File: src/rtl/asp_pkg.sv
// Shared types, constants and control structs for the atlas shelf packer.
// Used by asp_ctrl, asp_datapath and the top level (not by asp_ram); depends on nothing.
`default_nettype none

package asp_pkg;

    localparam int MAX_RECTS_DEF = 64;

    localparam int CFG_IDX_W  = 1;
    localparam int CFG_DATA_W = 13;

    localparam logic [CFG_IDX_W-1:0] REG_ATLAS_WIDTH = 1'd0;
    localparam logic [CFG_IDX_W-1:0] REG_PADDING     = 1'd1;

    localparam logic [12:0] ATLAS_WIDTH_RST = 13'd512;
    localparam logic [3:0]  PADDING_RST     = 4'd1;

    localparam logic [12:0] XMAX     = 13'd8191;
    localparam logic [16:0] YMAX     = 17'd131071;
    localparam logic [11:0] POSX_MAX = 12'd4095;

    typedef struct packed {
        logic [10:0] rect_width;
        logic [10:0] rect_height;
        logic        final_rect;
    } rect_t;

    typedef struct packed {
        logic [5:0]  rect_index;
        logic [11:0] pos_x;
        logic [16:0] pos_y;
        logic [16:0] total_height;
        logic        last_out;
    } place_t;

    typedef enum logic [1:0] {
        ADR_I,
        ADR_J,
        ADR_K
    } adr_sel_t;

    typedef struct packed {
        logic     load;
        logic     i_clear;
        logic     row_start;
        logic     cmp_step;
        logic     row_wb;
        logic     k_clear;
        logic     place_step;
        logic     out_load;
        adr_sel_t adr_sel;
    } asp_cmd_t;

    typedef struct packed {
        logic sort_done;
        logic j_last;
        logic k_last;
        logic out_free;
    } asp_stat_t;

endpackage

`default_nettype wire

File: src/rtl/asp_ram.sv
// Generic single-write, single-read RAM with a registered read port.
// Depends on nothing.
`default_nettype none

module asp_ram #(
    parameter int WIDTH = 8,
    parameter int DEPTH = 64
) (
    input  wire logic                     clk,
    input  wire logic                     wr_en,
    input  wire logic [$clog2(DEPTH)-1:0] wr_addr,
    input  wire logic [WIDTH-1:0]         wr_data,
    input  wire logic [$clog2(DEPTH)-1:0] rd_addr,
    output logic      [WIDTH-1:0]         rd_data
);

    logic [WIDTH-1:0] mem_reg [DEPTH];

    always_ff @(posedge clk)
    begin
        if (wr_en)
        begin
            mem_reg[wr_addr] <= wr_data;
        end
        rd_data <= mem_reg[rd_addr];
    end

endmodule

`default_nettype wire

File: src/rtl/asp_ctrl.sv
// Sequencer for loading, exchange sort, shelf placement and result output.
// Depends on asp_pkg for the command and status structs.
`default_nettype none

module asp_ctrl (
    input  wire logic              clk,
    input  wire logic              rst_n,
    input  wire logic              rect_valid,
    input  wire logic              final_rect,
    output logic                   rect_ready,
    input  wire asp_pkg::asp_stat_t stat,
    output asp_pkg::asp_cmd_t      cmd
);
    import asp_pkg::*;

    typedef enum logic [9:0] {
        S_IDLE  = 10'b00_0000_0001,
        S_ROW   = 10'b00_0000_0010,
        S_ROWD  = 10'b00_0000_0100,
        S_RD    = 10'b00_0000_1000,
        S_CMP   = 10'b00_0001_0000,
        S_WB    = 10'b00_0010_0000,
        S_PRD   = 10'b00_0100_0000,
        S_PCALC = 10'b00_1000_0000,
        S_ORD   = 10'b01_0000_0000,
        S_OCAP  = 10'b10_0000_0000
    } state_t;

    state_t state_reg;
    state_t state_next;

    always_ff @(posedge clk or negedge rst_n)
    begin
        if (!rst_n)
        begin
            state_reg <= S_IDLE;
        end
        else
        begin
            state_reg <= state_next;
        end
    end

    always_comb
    begin
        state_next = state_reg;
        cmd        = '0;
        cmd.adr_sel = ADR_K;
        rect_ready = 1'b0;
        case (state_reg)
            S_IDLE:
            begin
                rect_ready = 1'b1;
                cmd.load   = rect_valid;
                if (rect_valid && final_rect)
                begin
                    cmd.i_clear = 1'b1;
                    state_next  = S_ROW;
                end
            end
            S_ROW:
            begin
                cmd.adr_sel = ADR_I;
                if (stat.sort_done)
                begin
                    cmd.k_clear = 1'b1;
                    state_next  = S_PRD;
                end
                else
                begin
                    state_next = S_ROWD;
                end
            end
            S_ROWD:
            begin
                cmd.row_start = 1'b1;
                state_next    = S_RD;
            end
            S_RD:
            begin
                cmd.adr_sel = ADR_J;
                state_next  = S_CMP;
            end
            S_CMP:
            begin
                cmd.cmp_step = 1'b1;
                state_next   = stat.j_last ? S_WB : S_RD;
            end
            S_WB:
            begin
                cmd.row_wb = 1'b1;
                state_next = S_ROW;
            end
            S_PRD:
            begin
                state_next = S_PCALC;
            end
            S_PCALC:
            begin
                cmd.place_step = 1'b1;
                if (stat.k_last)
                begin
                    cmd.k_clear = 1'b1;
                    state_next  = S_ORD;
                end
                else
                begin
                    state_next = S_PRD;
                end
            end
            S_ORD:
            begin
                state_next = S_OCAP;
            end
            S_OCAP:
            begin
                if (stat.out_free)
                begin
                    cmd.out_load = 1'b1;
                    state_next   = stat.k_last ? S_IDLE : S_ORD;
                end
            end
            default:
            begin
                state_next = S_IDLE;
            end
        endcase
    end

endmodule

`default_nettype wire

File: src/rtl/asp_datapath.sv
// Datapath: rectangle store, sort cursor, shelf placement arithmetic,
// position store, configuration registers and the result register.
// Depends on asp_pkg and asp_ram.
`default_nettype none

module asp_datapath #(
    parameter int MAX_RECTS = asp_pkg::MAX_RECTS_DEF
) (
    input  wire logic                      clk,
    input  wire logic                      rst_n,
    input  wire asp_pkg::rect_t            rect,
    input  wire logic                      cfg_valid,
    input  wire logic [asp_pkg::CFG_IDX_W-1:0]  cfg_index,
    input  wire logic [asp_pkg::CFG_DATA_W-1:0] cfg_data,
    input  wire asp_pkg::asp_cmd_t         cmd,
    output asp_pkg::asp_stat_t             stat,
    output logic                           place_valid,
    input  wire logic                      place_ready,
    output asp_pkg::place_t                place
);
    import asp_pkg::*;

    localparam int IDX_W = $clog2(MAX_RECTS);
    localparam int CNT_W = $clog2(MAX_RECTS + 1);
    localparam int ENT_W = IDX_W + 22;
    localparam int POS_W = 29;

    logic [12:0]      atlas_width_reg;
    logic [3:0]       padding_reg;
    logic [CNT_W-1:0] count_reg;
    logic [IDX_W-1:0] i_reg;
    logic [IDX_W-1:0] j_reg;
    logic [IDX_W-1:0] k_reg;
    logic [ENT_W-1:0] cur_reg;
    logic [12:0]      cx_reg;
    logic [16:0]      cy_reg;
    logic [11:0]      row_reg;
    logic [16:0]      ah_reg;
    place_t           place_reg;
    logic             place_valid_reg;

    logic             ent_we;
    logic [IDX_W-1:0] ent_waddr;
    logic [ENT_W-1:0] ent_wdata;
    logic [IDX_W-1:0] ent_raddr;
    logic [ENT_W-1:0] ent_rdata;
    logic [POS_W-1:0] pos_rdata;
    logic             not_full;
    logic             swap;

    logic [10:0] rw;
    logic [10:0] rh;
    logic        first;
    logic [11:0] nrow;
    logic [11:0] row_base;
    logic [16:0] ah_base;
    logic [16:0] cy_base;
    logic [12:0] cx_base;
    logic [13:0] fit_sum;
    logic        wrap;
    logic [17:0] ah_sum;
    logic [17:0] cy_sum;
    logic [16:0] ah_sat;
    logic [16:0] cy_sat;
    logic [12:0] cx_at;
    logic [16:0] cy_at;
    logic [13:0] cx_sum;
    logic [12:0] cx_adv;
    logic [11:0] px_sat;

    assign not_full = count_reg < CNT_W'(MAX_RECTS);
    assign swap     = cur_reg[IDX_W+10:IDX_W] < ent_rdata[IDX_W+10:IDX_W];

    always_comb
    begin
        ent_we    = 1'b0;
        ent_waddr = k_reg;
        ent_wdata = cur_reg;
        if (cmd.load)
        begin
            ent_we    = not_full;
            ent_waddr = count_reg[IDX_W-1:0];
            ent_wdata = {rect.rect_width, rect.rect_height, count_reg[IDX_W-1:0]};
        end
        else if (cmd.cmp_step)
        begin
            ent_we    = swap;
            ent_waddr = j_reg;
        end
        else if (cmd.row_wb)
        begin
            ent_we    = 1'b1;
            ent_waddr = i_reg;
        end
    end

    always_comb
    begin
        case (cmd.adr_sel)
            ADR_I:   ent_raddr = i_reg;
            ADR_J:   ent_raddr = j_reg;
            ADR_K:   ent_raddr = k_reg;
            default: ent_raddr = k_reg;
        endcase
    end

    asp_ram #(
        .WIDTH (ENT_W),
        .DEPTH (MAX_RECTS)
    ) u_entry_ram (
        .clk     (clk),
        .wr_en   (ent_we),
        .wr_addr (ent_waddr),
        .wr_data (ent_wdata),
        .rd_addr (ent_raddr),
        .rd_data (ent_rdata)
    );

    assign rw    = ent_rdata[IDX_W+21:IDX_W+11];
    assign rh    = ent_rdata[IDX_W+10:IDX_W];
    assign first = (k_reg == '0);

    always_comb
    begin
        nrow     = 12'(rh) + 12'(padding_reg);
        row_base = first ? nrow : row_reg;
        ah_base  = first ? 17'(nrow) : ah_reg;
        cy_base  = first ? 17'd0 : cy_reg;
        cx_base  = first ? 13'(5'd1 + 5'(padding_reg)) : cx_reg;
        fit_sum  = 14'(cx_base) + 14'(rw);
        wrap     = fit_sum > 14'(atlas_width_reg);
        ah_sum   = 18'(ah_base) + 18'(nrow);
        cy_sum   = 18'(cy_base) + 18'(row_base);
        ah_sat   = (ah_sum > 18'(YMAX)) ? YMAX : ah_sum[16:0];
        cy_sat   = (cy_sum > 18'(YMAX)) ? YMAX : cy_sum[16:0];
        cx_at    = wrap ? 13'd0 : cx_base;
        cy_at    = wrap ? cy_sat : cy_base;
        cx_sum   = 14'(cx_at) + 14'(rw) + 14'(padding_reg);
        cx_adv   = (cx_sum > 14'(XMAX)) ? XMAX : cx_sum[12:0];
        px_sat   = (cx_at > 13'(POSX_MAX)) ? POSX_MAX : cx_at[11:0];
    end

    asp_ram #(
        .WIDTH (POS_W),
        .DEPTH (MAX_RECTS)
    ) u_pos_ram (
        .clk     (clk),
        .wr_en   (cmd.place_step),
        .wr_addr (k_reg),
        .wr_data ({px_sat, cy_at}),
        .rd_addr (k_reg),
        .rd_data (pos_rdata)
    );

    always_ff @(posedge clk or negedge rst_n)
    begin
        if (!rst_n)
        begin
            atlas_width_reg <= ATLAS_WIDTH_RST;
            padding_reg     <= PADDING_RST;
        end
        else if (cfg_valid)
        begin
            case (cfg_index)
                REG_ATLAS_WIDTH: atlas_width_reg <= cfg_data;
                REG_PADDING:     padding_reg     <= cfg_data[3:0];
                default:         ;
            endcase
        end
    end

    always_ff @(posedge clk or negedge rst_n)
    begin
        if (!rst_n)
        begin
            count_reg <= '0;
            i_reg     <= '0;
            j_reg     <= '0;
            k_reg     <= '0;
        end
        else
        begin
            if (cmd.out_load && stat.k_last)
            begin
                count_reg <= '0;
            end
            else if (cmd.load && not_full)
            begin
                count_reg <= count_reg + 1'b1;
            end

            if (cmd.i_clear)
            begin
                i_reg <= '0;
            end
            else if (cmd.row_wb)
            begin
                i_reg <= i_reg + 1'b1;
            end

            if (cmd.row_start)
            begin
                j_reg <= i_reg + 1'b1;
            end
            else if (cmd.cmp_step)
            begin
                j_reg <= j_reg + 1'b1;
            end

            if (cmd.k_clear)
            begin
                k_reg <= '0;
            end
            else if (cmd.place_step || cmd.out_load)
            begin
                k_reg <= k_reg + 1'b1;
            end
        end
    end

    always_ff @(posedge clk)
    begin
        if (cmd.row_start || (cmd.cmp_step && swap))
        begin
            cur_reg <= ent_rdata;
        end
        if (cmd.place_step)
        begin
            cx_reg  <= cx_adv;
            cy_reg  <= cy_at;
            row_reg <= wrap ? nrow : row_base;
            ah_reg  <= wrap ? ah_sat : ah_base;
        end
        if (cmd.out_load)
        begin
            place_reg.rect_index   <= 6'(ent_rdata[IDX_W-1:0]);
            place_reg.pos_x        <= pos_rdata[28:17];
            place_reg.pos_y        <= pos_rdata[16:0];
            place_reg.total_height <= ah_reg;
            place_reg.last_out     <= stat.k_last;
        end
    end

    always_ff @(posedge clk or negedge rst_n)
    begin
        if (!rst_n)
        begin
            place_valid_reg <= 1'b0;
        end
        else if (cmd.out_load)
        begin
            place_valid_reg <= 1'b1;
        end
        else if (place_ready)
        begin
            place_valid_reg <= 1'b0;
        end
    end

    assign stat.sort_done = (CNT_W'(i_reg) + 1'b1) >= count_reg;
    assign stat.j_last    = (CNT_W'(j_reg) + 1'b1) == count_reg;
    assign stat.k_last    = (CNT_W'(k_reg) + 1'b1) == count_reg;
    assign stat.out_free  = !place_valid_reg || place_ready;

    assign place_valid = place_valid_reg;
    assign place       = place_reg;

endmodule

`default_nettype wire

File: src/rtl/atlas_shelf_packer.sv
// Top level of the atlas shelf packer; depends on asp_pkg, asp_ctrl, asp_datapath and asp_ram.
// Loading accepts one request per cycle while the sequencer is idle. After the final
// request of a set, the exchange sort reads and compares each pair in turn, placement
// reads and places each rectangle, and output registers each result once the sink frees
// the result register. Reset is asynchronous: it clears the sequencer, counters and
// result valid, restores atlas width 512 and padding 1, and leaves the RAMs uncleared.
`default_nettype none

module atlas_shelf_packer #(
    parameter int MAX_RECTS = asp_pkg::MAX_RECTS_DEF
) (
    input  wire logic                           clk,
    input  wire logic                           rst_n,
    input  wire logic                           rect_valid,
    output logic                                rect_ready,
    input  wire asp_pkg::rect_t                 rect,
    output logic                                place_valid,
    input  wire logic                           place_ready,
    output asp_pkg::place_t                     place,
    input  wire logic                           cfg_valid,
    output logic                                cfg_ready,
    input  wire logic [asp_pkg::CFG_IDX_W-1:0]  cfg_index,
    input  wire logic [asp_pkg::CFG_DATA_W-1:0] cfg_data
);
    import asp_pkg::*;

    asp_cmd_t  cmd;
    asp_stat_t stat;

    assign cfg_ready = 1'b1;

    asp_ctrl u_ctrl (
        .clk        (clk),
        .rst_n      (rst_n),
        .rect_valid (rect_valid),
        .final_rect (rect.final_rect),
        .rect_ready (rect_ready),
        .stat       (stat),
        .cmd        (cmd)
    );

    asp_datapath #(
        .MAX_RECTS (MAX_RECTS)
    ) u_datapath (
        .clk         (clk),
        .rst_n       (rst_n),
        .rect        (rect),
        .cfg_valid   (cfg_valid),
        .cfg_index   (cfg_index),
        .cfg_data    (cfg_data),
        .cmd         (cmd),
        .stat        (stat),
        .place_valid (place_valid),
        .place_ready (place_ready),
        .place       (place)
    );

endmodule

`default_nettype wire

File: config.mk
export PLATFORM = sky130hd
export DESIGN_NAME = atlas_shelf_packer
export DESIGN_NICKNAME = d
export VERILOG_FILES = /design/src/rtl/asp_pkg.sv /design/src/rtl/asp_ram.sv /design/src/rtl/asp_ctrl.sv /design/src/rtl/asp_datapath.sv /design/src/rtl/atlas_shelf_packer.sv
export SDC_FILE = /design/constraint.sdc
export NUM_CORES = 2
export LEC_CHECK = 0
export ABC_AREA = 1
export BUFFER_PORTS_ARGS = -buffer_cell sky130_fd_sc_hd__buf_2
export CORE_UTILIZATION = 35
export DETAILED_ROUTE_END_ITERATION = 7
export PLACE_DENSITY = 0.54
export SLEW_MARGIN = 10
export SYNTH_ARGS = -nofsm -noshare
export SYNTH_HDL_FRONTEND = slang
export SYNTH_HIERARCHICAL = 1
export SYNTH_SLANG_ARGS = --single-unit
File: constraint.sdc
create_clock -name clk -period 16.8 [get_ports clk]
set_input_delay 1.68 -clock clk [delete_from_list [all_inputs] [get_ports clk]]
set_output_delay 1.68 -clock clk [all_outputs]
set_load 0.01 [all_outputs]
==> results_dict.tcl <==
set metrics [dict create \
    p_leak_nw 65.2 \
    gp_congestion 0.816 \
    routed_wl_um 477000 \
    drtPass1Iterations 6 \
    clk_pin_slew_ps 60 \
    dp.final_hpwl_um 241000 \
    syn_area_per_cell_sq_um 11.5 \
    power.share.clock_pct 29.1 \
    syn-instance-count 13975 \
    combPwrFrac_pct 30.4 \
    synth_mux_area_share_pct 0 \
    grt_setup_unrepaired "no" \
    start_kind "flip-flop" \
    antenna_found_initial 16 \
    synthArstFlopShare_pct 1.36 \
    synth-compound-area-share_pct 0.781 \
    die_y_um 681 \
    cp_top_family "simple AND/OR/NAND/NOR gates" \
    worst_pin_slew_ps 1230 \
    synth_edf_count 3788 \
    grt_usage_pct 20.0 \
    start_util_pct 35.3 \
    cp.required_ps 17620 \
    grt_pass1_wl_um 692000 \
    fmax_ghz 0.111 \
    layout.nets 14043 \
    synth-simple-area-share_pct 22.7 \
    route.detailed.drc 0 \
    rows 248 \
    path_buf_inv 6 \
    cpMostUsedCell "nand2_1" \
    synth_top_family_by_area "simple AND/OR/NAND/NOR gates" \
    largest_reg_flops 1856 \
    cp.depth 36 \
    relSlewSlack_pct 17.4 \
    slew_viol_final 0 \
    synth_xor_xnor_area_share_pct 0.372 \
    synth_top_area_share_pct 70.5 \
    yosysTopAreaCell "edfxtp_1" \
    slowest_delay_ps 910 \
    status "finished, final reports clean" \
    total_power_mw 30.7 \
    finalSetupTns_ps 0 \
    ant_nets 0 \
    area_growth_pct 12.7 \
    root_buffer "clkbuf_16" \
    hold_class "reg2reg" \
    postCtsSetupBuffers 0 \
    cts-resized-gates 0 \
    cts_tree "built" \
    cts.sinks 3898 \
    die_x_um 681 \
    switching_share_pct 37.0 \
    ys_seq_elements 3898 \
    grt_max_degree 218 \
    holdPathStages 0 \
    via_per_inst 5.16 \
    r2r_cells 36 \
    final_util_pct 39.7 \
    drv_cap 0 \
    die_area_sq_um 464000 \
    syn_nets 14118 \
    synth_flop_cell "edfxtp_1" \
    cp_slowest_cell "dfrtp_4" \
    yosys_warnings 6 \
    synth_cell_types 55 \
    finClkSkew_ps 43.7 \
    place_ws_ps 7740 \
    final_cells 20381 \
    internal_power_mw 19.3 \
    h-tree-depth 5 \
    via_count 105139 \
    timing.final.crit_share_pct 53.8 \
    critical_path_arrival_ps 9860 \
    synthAdderAreaFrac_pct 0.825 \
    overflow 0 \
    worst_slack_ps 7760 \
    clk-insertion-delay-late_ps 990 \
    critical_path_class "reg2reg" \
    synth_seq_area_share_pct 72.1 \
    synth.area.top_cells "edfxtp_1, nand2_1, nand3_1, buf_2, dfrtp_1" \
    core_area_sq_um 457000 \
    synthMostInstantiatedCell "nand2_1" \
    seqPwrFrac_pct 40.5 \
    power_density_nw_per_um2 169 \
    cts_inserted_buffers 398 \
    numPortBuffers 96 \
    cp-end-kind "flip-flop" \
    path_max_fanout 55 \
    drtIter0Drc 10121 \
    fillers 43563 \
    cts_hold_buffers 0 \
    wire_per_inst_um 23.4 \
    irDropWorstVdd_mv 0.158 \
    drive_gt1_share_pct 8.38 \
    ios 98 \
    clockBufferDepth 4 \
    syn_area_sq_um 161000 \
    placedCellCount 19625 \
    power.switching_mw 11.3 \
    hold_viol 0 \
    grt_pass1_vias 99764 \
    yosys-top-cells-count "nand2_1, edfxtp_1, nand3_1" \
    period_minus_slack_ps 9040 \
    final-setup-viol-count 0 \
]
## layer usage
layer / part of all wire [%] / track usage (%) / vias up / wire, um
li1: - / - / 48799 / -
met1: 42 / 26.8 / 52150 / 200000
met2: 48 / 33.2 / 3421 / 229000
met3: 6.2 / 2.53 / 765 / 29400
met4: 4.0 / 7.75 / 4 / 19000
met5: 0.0031 / 0 / - / 15
## layout by cell type (no fill, tap or decap), drive strengths merged, types with 92 or more instances in the layout
cell type and count:
o21ai 118, clkinv 157, nand2 5121, clkbuf 514, ha 92, nand3 3176
nor2 219, edfxtp 3788, inv 242, buf 366
## stage by stage
step	hold slack, ps	area, sq um
finish	402	182000
global route	407	182000
CTS	403	182000
detailed placement	389	169000
global placement	387	169000
floorplan	386	161000
## power by group through the flow
stage | sequential, mW | combinational (mW) | clock (mW)
2_1_floorplan | 12.6 | 5.30 | 0
3_3_place_gp | 12.6 | 9.29 | 0
3_5_place_dp | 12.6 | 9.32 | 0
4_1_cts | 12.4 | 9.34 | 9.09
5_1_grt | 12.4 | 10.0 | 9.44
6_report | 12.4 | 9.32 | 8.94
## path summary, 6_finish.rpt
check | slack [ps] | end | startpoint
max | 7760 | u_datapath/cx_reg[3] | u_datapath/k_reg[0]
max in group asynchronous | 15290 | u_datapath/k_reg[3] | rst_n
min reg2reg | 400 | u_datapath/place[41] | u_datapath/u_pos_ram/rd_data[23]
min | 400 | u_datapath/place[41] | u_datapath/u_pos_ram/rd_data[23]
min in group asynchronous | 830 | u_datapath/place_valid | rst_n
max reg2reg | 7760 | u_datapath/cx_reg[3] | u_datapath/k_reg[0]
## worst reg2reg max path, delay by kind of cell, from the launching register on
kind | cells | cell delay (ps)
buffers and inverters | 6 | 1530
xor gates and xnor gates | 1 | 160
adders and majority gates | 5 | 1730
AOI/OAI and AO/OA | 3 | 1380
DFF | 1 | 910
and+or+nand+nor | 21 | 3160
## kinds of logic after synthesis
| logic type | count (synthesis) |
|---|---|
| xor+xnor | 67 |
| simple gates | 8602 |
| flops | 3898 |
| compound gates | 233 |
| other cells | 1 |
| fa+ha+maj | 101 |
| buf+inv | 1073 |
## final cells by class
| class | instances | area, sq um | share of cell area (%) |
|---|---|---|---|
| multi-input cells | 9004 | 41200 | 22.7 |
| clock inverters | 217 | 2210 | 1.22 |
| clock buffers | 514 | 10800 | 5.96 |
| flip-flops and latches | 3898 | 116000 | 63.9 |
| well taps | 6125 | 7660 | 4.22 |
| diodes | 25 | 62.6 | 0.0344 |
| inverters | 232 | 936 | 0.515 |
| repair buffers | 366 | 2650 | 1.45 |
No activity file was read; power rests on OpenSTA's default activity.
